`config.mk`:
```
export PLATFORM = sky130hd
export DESIGN_NAME = tsb_merge
export DESIGN_NICKNAME = d
export VERILOG_FILES = /design/src/rtl/tsb_pkg.sv /design/src/rtl/tsb_merge.sv
export SDC_FILE = /design/constraint.sdc
export NUM_CORES = 1
export LEC_CHECK = 0
export BUFFER_PORTS_ARGS = -buffer_cell sky130_fd_sc_hd__buf_2
export CAP_MARGIN = 40
export CORE_ASPECT_RATIO = 1.5
export CORE_MARGIN = 4
export CORE_UTILIZATION = 40
export DETAILED_ROUTE_END_ITERATION = 8
export GPL_TIMING_DRIVEN = 0
export HOLD_SLACK_MARGIN = 0.1
export PLACE_DENSITY_LB_ADDON = 0.1
export SLEW_MARGIN = 20
export SYNTH_ARGS = -nofsm -noshare
export SYNTH_HDL_FRONTEND = slang
export SYNTH_SLANG_ARGS = --single-unit
```
`constraint.sdc`:
```
create_clock -name clk -period 2.9 [get_ports clk]
set_clock_uncertainty 0.15 [all_clocks]
set_input_delay 0.58 -clock clk [delete_from_list [all_inputs] [get_ports clk]]
set_output_delay 0.58 -clock clk [all_outputs]
set_load 0.005 [all_outputs]
```
`src/rtl/tsb_pkg.sv`:
```
`timescale 1ns / 1ps
`default_nettype none
// ----------------------------------------------------------------------------
// Transient shaper band package
// Shared widths, constants, register indexes, sequencer states and the
// control word handed from the sequencer to the lanes, the merge and the gain path.
// ----------------------------------------------------------------------------
package tsb_pkg;

	localparam int CHANNELS_DEF = 2;
	localparam int IN_LANES     = 2;

	localparam logic [23:0] UNITY_GAIN = 24'd524288;
	localparam logic [23:0] SAMPLE_MAX = 24'h7FFFFF;
	localparam logic [23:0] SAMPLE_MIN = 24'h800000;
	localparam logic [23:0] GAIN_MAX   = 24'hFFFFFF;
	localparam logic [23:0] HALF_SCALE = 24'h800000;

	typedef enum logic [3:0] {
		REG_CHANNELS_IN_USE   = 4'd0,
		REG_TRANSIENT_GAIN    = 4'd1,
		REG_SUSTAIN_GAIN      = 4'd2,
		REG_FAST_ATTACK_COEF  = 4'd3,
		REG_FAST_RELEASE_COEF = 4'd4,
		REG_SLOW_ATTACK_COEF  = 4'd5,
		REG_SLOW_RELEASE_COEF = 4'd6,
		REG_SMOOTHING_COEF    = 4'd7
	} tsb_reg_t;

	typedef enum logic [3:0] {
		ST_IDLE,
		ST_ENV_MUL,
		ST_ENV_UPD,
		ST_MAX,
		ST_MIX,
		ST_TGT,
		ST_SMOOTH,
		ST_OUT_MUL,
		ST_OUT_SAT
	} tsb_state_t;

	typedef struct packed {
		logic env_mul;
		logic env_upd;
		logic t_load;
		logic mix;
		logic tgt;
		logic smooth;
		logic out_mul;
	} tsb_ctrl_t;

	typedef struct packed {
		logic [23:0] atk;
		logic [23:0] rls;
	} tsb_env_coef_t;

endpackage
`default_nettype wire

```
`src/rtl/tsb_merge.sv`:
```
`timescale 1ns / 1ps
`default_nettype none
// ----------------------------------------------------------------------------
// Transient shaper band merge
// Largest fast-minus-slow difference over the lanes in use.
// ----------------------------------------------------------------------------
module tsb_merge #(
	parameter int LANES = tsb_pkg::IN_LANES
) (
	input  wire                        clk,
	input  wire tsb_pkg::tsb_ctrl_t    ctrl,
	input  wire [LANES-1:0]            active,
	input  wire [LANES-1:0][23:0]      diff,
	output logic [23:0]                t
);

	logic [23:0] t_q;
	logic [23:0] best;

	always_comb begin
		best = '0;
		for (int i = 0; i < LANES; i++) begin
			if (active[i] && (diff[i] > best)) begin
				best = diff[i];
			end
		end
	end

	always_ff @(posedge clk) begin
		if (ctrl.t_load) begin
			t_q <= best;
		end
	end

	assign t = t_q;

endmodule
`default_nettype wire

```
After elaboration in Yosys (flattened, before gate mapping)

Cells that the tools add are included.
W data, S select, Z words.

$lt $le $gt $ge: 2
Muxes and demuxes: 2
Reductions and logical operators: 2

Operators with widths:

| cell                  | number |
|---|---|
| $mux W24              | 2 |
| $gt A24 B1 Y1 const B | 1 |
| $gt A24 B24 Y1        | 1 |
| $logic_and A1 B1 Y1   | 2 |

Register bits after elaboration: 24
Input bits: 58
Output and inout port bits: 24
Word-level logic and storage cells: 7

Longest topological paths before layout

Depth in word-level cells: 6
Depth in mapped cells: 10
Mapped depth without buffers: 8

Worst setup path after synthesis

OpenSTA, ideal clock, no wires.

Path kind: input port to flip-flop
From: input active[0]
To: register t_q[10], in the netlist t[10] (data pin)
Library setup time: 0.259 ns
Arrival: 2.429 ns
Data required time: 2.491 ns
Setup slack: 0.062 ns
Stages on the path: 10
Cells stage by stage: clkbuf_1 nand2_1 ha_1 nand4_1 nor2_1 a221o_1 a211oi_2 a21oi_4 buf_6 mux2i_1

Cells in the longest elaborated chain, start to end: 5

Ends and longest elaborated chain:

| what                  | line            | source |
|---|---|---|
| start, declared       | tsb_merge.sv:12 | `input wire [LANES-1:0] active,` |
| $logic_and A1 B1 Y1 * | tsb_merge.sv:23 | `if (active[i] && (diff[i] > best)) begin` |
| $mux W24 *            | tsb_merge.sv:23 |  |
| $gt A24 B24 Y1        | tsb_merge.sv:23 |  |
| $logic_and A1 B1 Y1   | tsb_merge.sv:23 |  |
| $mux W24 *            | tsb_merge.sv:23 |  |
| named net best[10]    | tsb_merge.sv:18 | `logic [23:0] best;` |
| end signal, assigned  | tsb_merge.sv:31 | `t_q <= best;` |
| end, declared         | tsb_merge.sv:17 | `logic [23:0] t_q;` |

Mark *: on every way through the listed nets, which the timed path passes. The rest lies on a longest branch.
A chain may end at the register's enable or synchronous reset.

Final worst setup path

From: input active[0]
To: register t_q[14], in the netlist t[14] (data pin)

The elaborated chain is that of the path after synthesis.

==> impl_results.md <==
* PD cells at 390 nW/um^2
* Placed cells at 282
* Unique masters post-synth at 25
* Final GP Congestion at 0.808
* Crit-path max cell delay at 0.33 ns
* Worst Tran Pin Value at 0.568 ns
* Via density at 4.98
* Syn Inst Count at 162
* Starting density of the core at 42.3%
* Fin Hold WS at 0.491 ns
* Maximum vdd drop at 0.269 mV
* Router iterations before antenna repair at 4
* Pint at 0.000638 W
* Total Power at 0.000870 W
* Bufs on Longest Clock Path at 2
* Vias in the first global route at 1419
* Area growth, synth to finish at 30.7%
* Vias at 1433
* Fmax at 0.362 GHz
* CP startpoint kind: input port
* CTS tree: built
* Crit-path max FO at 10
* Initial antenna violation count at 0
* Synthesized area at 1710 sq um
* Clock power share at 22.8%
* CTS sink count at 24
* Pleak at 1.12 nW
* Die footprint at 5390 sq um
* Die Y at 88.0 microns
* Layout fillers at 384
* Final ANT Viol Nets at 0
* CP arrival at 2.63 ns
* Critical path cell sequence: buf_2 > buf_4 > nand2_1 > ha_1 > nand4_1 > nor2_1 > a221o_1 > a211oi_2 > a21oi_4 > buf_8 > mux2i_1
* CP endpoint kind: flop
* Layout cell share with drive strength beyond 1 at 37.0%
* Port Buffers at 75
* # rows at 28
* Worst EP required at 2.77 ns
* CP max-delay cell: a221o_1
* Num ports at 82
* Fin. Hold Viols at 0
* CTS Root Cell: clkbuf_8
* Routed wire length at 3700 microns
* Final WS setup at 0.141 ns
* Period utilization at 95.2%
* CTS Buf Count at 3
* DR WL/cell at 12.8 microns
* Dpl ws at -0.545 ns
* Max Transition Viols Final at 0
* GRT Util Overall at 14.5%
* Crit Path Category: in2reg
* CTS clk-pin slew, worst paths at 0.08 ns
* Unrepaired setup endpoints after global routing: false
* Syn_nets at 244
* Global-route wire length before repair at 5870 microns
* Yosys reg bits at 24
* Hold buffers post-CTS at 0
* Sw Ratio at 26.7%
* Tmin final at 2.76 ns
* Largest register FFs at 24
* H-tree Lvls at 1
* DR iter-0 viols at 39
* Reg power frac at 49.7%
* Core Region at 4030 sq um
* Synth warn at 0
* Worst Hold Class: in2reg
* Setup violators final at 0
* Slew margin rel. at 62.2%
* Die W at 61.3 microns
* DRC violations left at 0
* Max-cap violations at 0
* Seq/Total Area, Yosys at 42.3%
* Combinational share of power at 27.4%
* Switch Pwr at 0.000232 W
* Syn avg cell area at 10.5 sq um
* Multi-input logic area at 878 sq um
* FF/Latch Area at 721 sq um
* Status: finished, final reports clean
* HPWL Detailed at 3010 microns
* Non-Filler Instances at 288
* Remaining Overflow, GRT at 0
* Ant. Diodes at 0
* Largest net degree at the start of global routing at 25
* Nets@finish at 327
[power by group through the flow]
stage / combinational [W] / sequential (W) / clock (W)
after CTS: 0.000240 / 0.000433 / 0.000211
after floorplan: 0.000123 / 0.000447 / 0
after global placement: 0.000233 / 0.000440 / 0
after global routing: 0.000274 / 0.000437 / 0.000216
final: 0.000239 / 0.000432 / 0.000199
after detailed placement: 0.000235 / 0.000440 / 0
[final timing paths]
kind	to	cells past startpoint	slack (ns)	from
setup / recovery	t[14]	11	0.14	active[0]
hold / removal	t[0]	2	0.49	diff[24]
[per-layer routing]
metal	part of all wire [%]	routed length (microns)	track usage (%)	vias up
li1	-	-	-	735
met1	37	1390	15.7	637
met5	0	0	0	-
met3	9.5	350	2.21	5
met2	51	1900	27.0	56
met4	1.6	59	5.92	0
[logic make-up (layout without fill, tap and decap cells)]
group,Yosys count,in the layout,synth area share (%)
AO/OA/AOI/OAI,19,19,7.56
adder cells (fa/ha/maj),24,24,17.6
buffers and inverters,28,109,7.04
flip-flops,24,24,42.3
multiplexers,24,24,14.2
AND/OR/NAND/NOR,43,43,11.4
[critical path: cells and delay by family]
kind	cells	cell delay (ns)
multiplexers	1	0.13
AO/OA/AOI/OAI	3	0.74
buffers and inverters	3	0.51
AND/OR/NAND/NOR	3	0.37
adder cells (fa/ha/maj)	1	0.29
[cell usage after synthesis]
| master | n | area (sq um) |
|---|---|---|
| a211oi_1 | 1 | 7.51 |
| clkbuf_1 | 2 | 7.51 |
| a21oi_4 | 1 | 16.3 |
| o211ai_1 | 1 | 7.51 |
| edfxtp_1 | 24 | 721 |
| nor2b_1 | 1 | 6.26 |
| and2_1 | 1 | 6.26 |
| a21oi_1 | 9 | 45.0 |
| inv_1 | 24 | 90.1 |
| o21ai_1 | 1 | 5.00 |
| nand3_1 | 2 | 10.0 |
| nor3_1 | 1 | 5.00 |
| buf_6 | 2 | 22.5 |
| nor2_1 | 3 | 11.3 |
| o21ai_0 | 2 | 10.0 |
| a221o_1 | 1 | 10.0 |
| mux2_2 | 1 | 11.3 |
| o31ai_1 | 1 | 7.51 |
| nand4_1 | 6 | 37.5 |
| nand2_1 | 28 | 105 |
| a21o_1 | 1 | 7.51 |
| a211oi_2 | 1 | 12.5 |
| nor4_2 | 1 | 12.5 |
| mux2i_1 | 23 | 230 |
| ha_1 | 24 | 300 |
[layout by cell type (no fill, tap or decap)]
cell      netlist  routed
a211oi_1        1       1
a211oi_2        1       1
a21o_1          1       1
a21oi_1         9       9
a21oi_4         1       1
a221o_1         1       1
and2_1          1       1
buf_2           0      75
buf_4           0       5
buf_8           0       2
clkbuf_8        0       3
edfxtp_1       24      24
ha_1           24      24
inv_1          24      24
mux2_2          1       1
mux2i_1        23      23
nand2_1        28      28
nand3_1         2       2
nand4_1         6       6
nor2_1          3       3
nor2b_1         1       1
nor3_1          1       1
nor4_4          0       1
o211ai_1        1       1
o21ai_0         2       2
o21ai_1         1       1
o31ai_2         0       1
[stage by stage]
step / area (sq um) / setup TNS [ns] / utilization, %
after CTS: 2200 / 0 / 54.5
final: 2230 / 0 / 55.3
after floorplan: 1710 / 0 / -
after detailed placement: 2140 / -11.39 / 53.0
after global placement: 2140 / -10.39 / 53.0
after global routing: 2230 / 0 / 55.3
[repair_timing]
item,4_1_cts,5_1_grt
gates resized for setup,2,10
setup endpoints to repair,23,24
pin swaps,1,4
buffers inserted,2,1
[layout make-up]
type,count,share of cell area (%)
plain buffers,4,2.02
clock buffers,3,1.85
inverters,24,4.04
multi-input cells,110,39.4
flip-flops and latches,24,32.3
well taps,45,2.53
repair buffers,78,17.8
No activity file was read; power rests on OpenSTA's default activity.
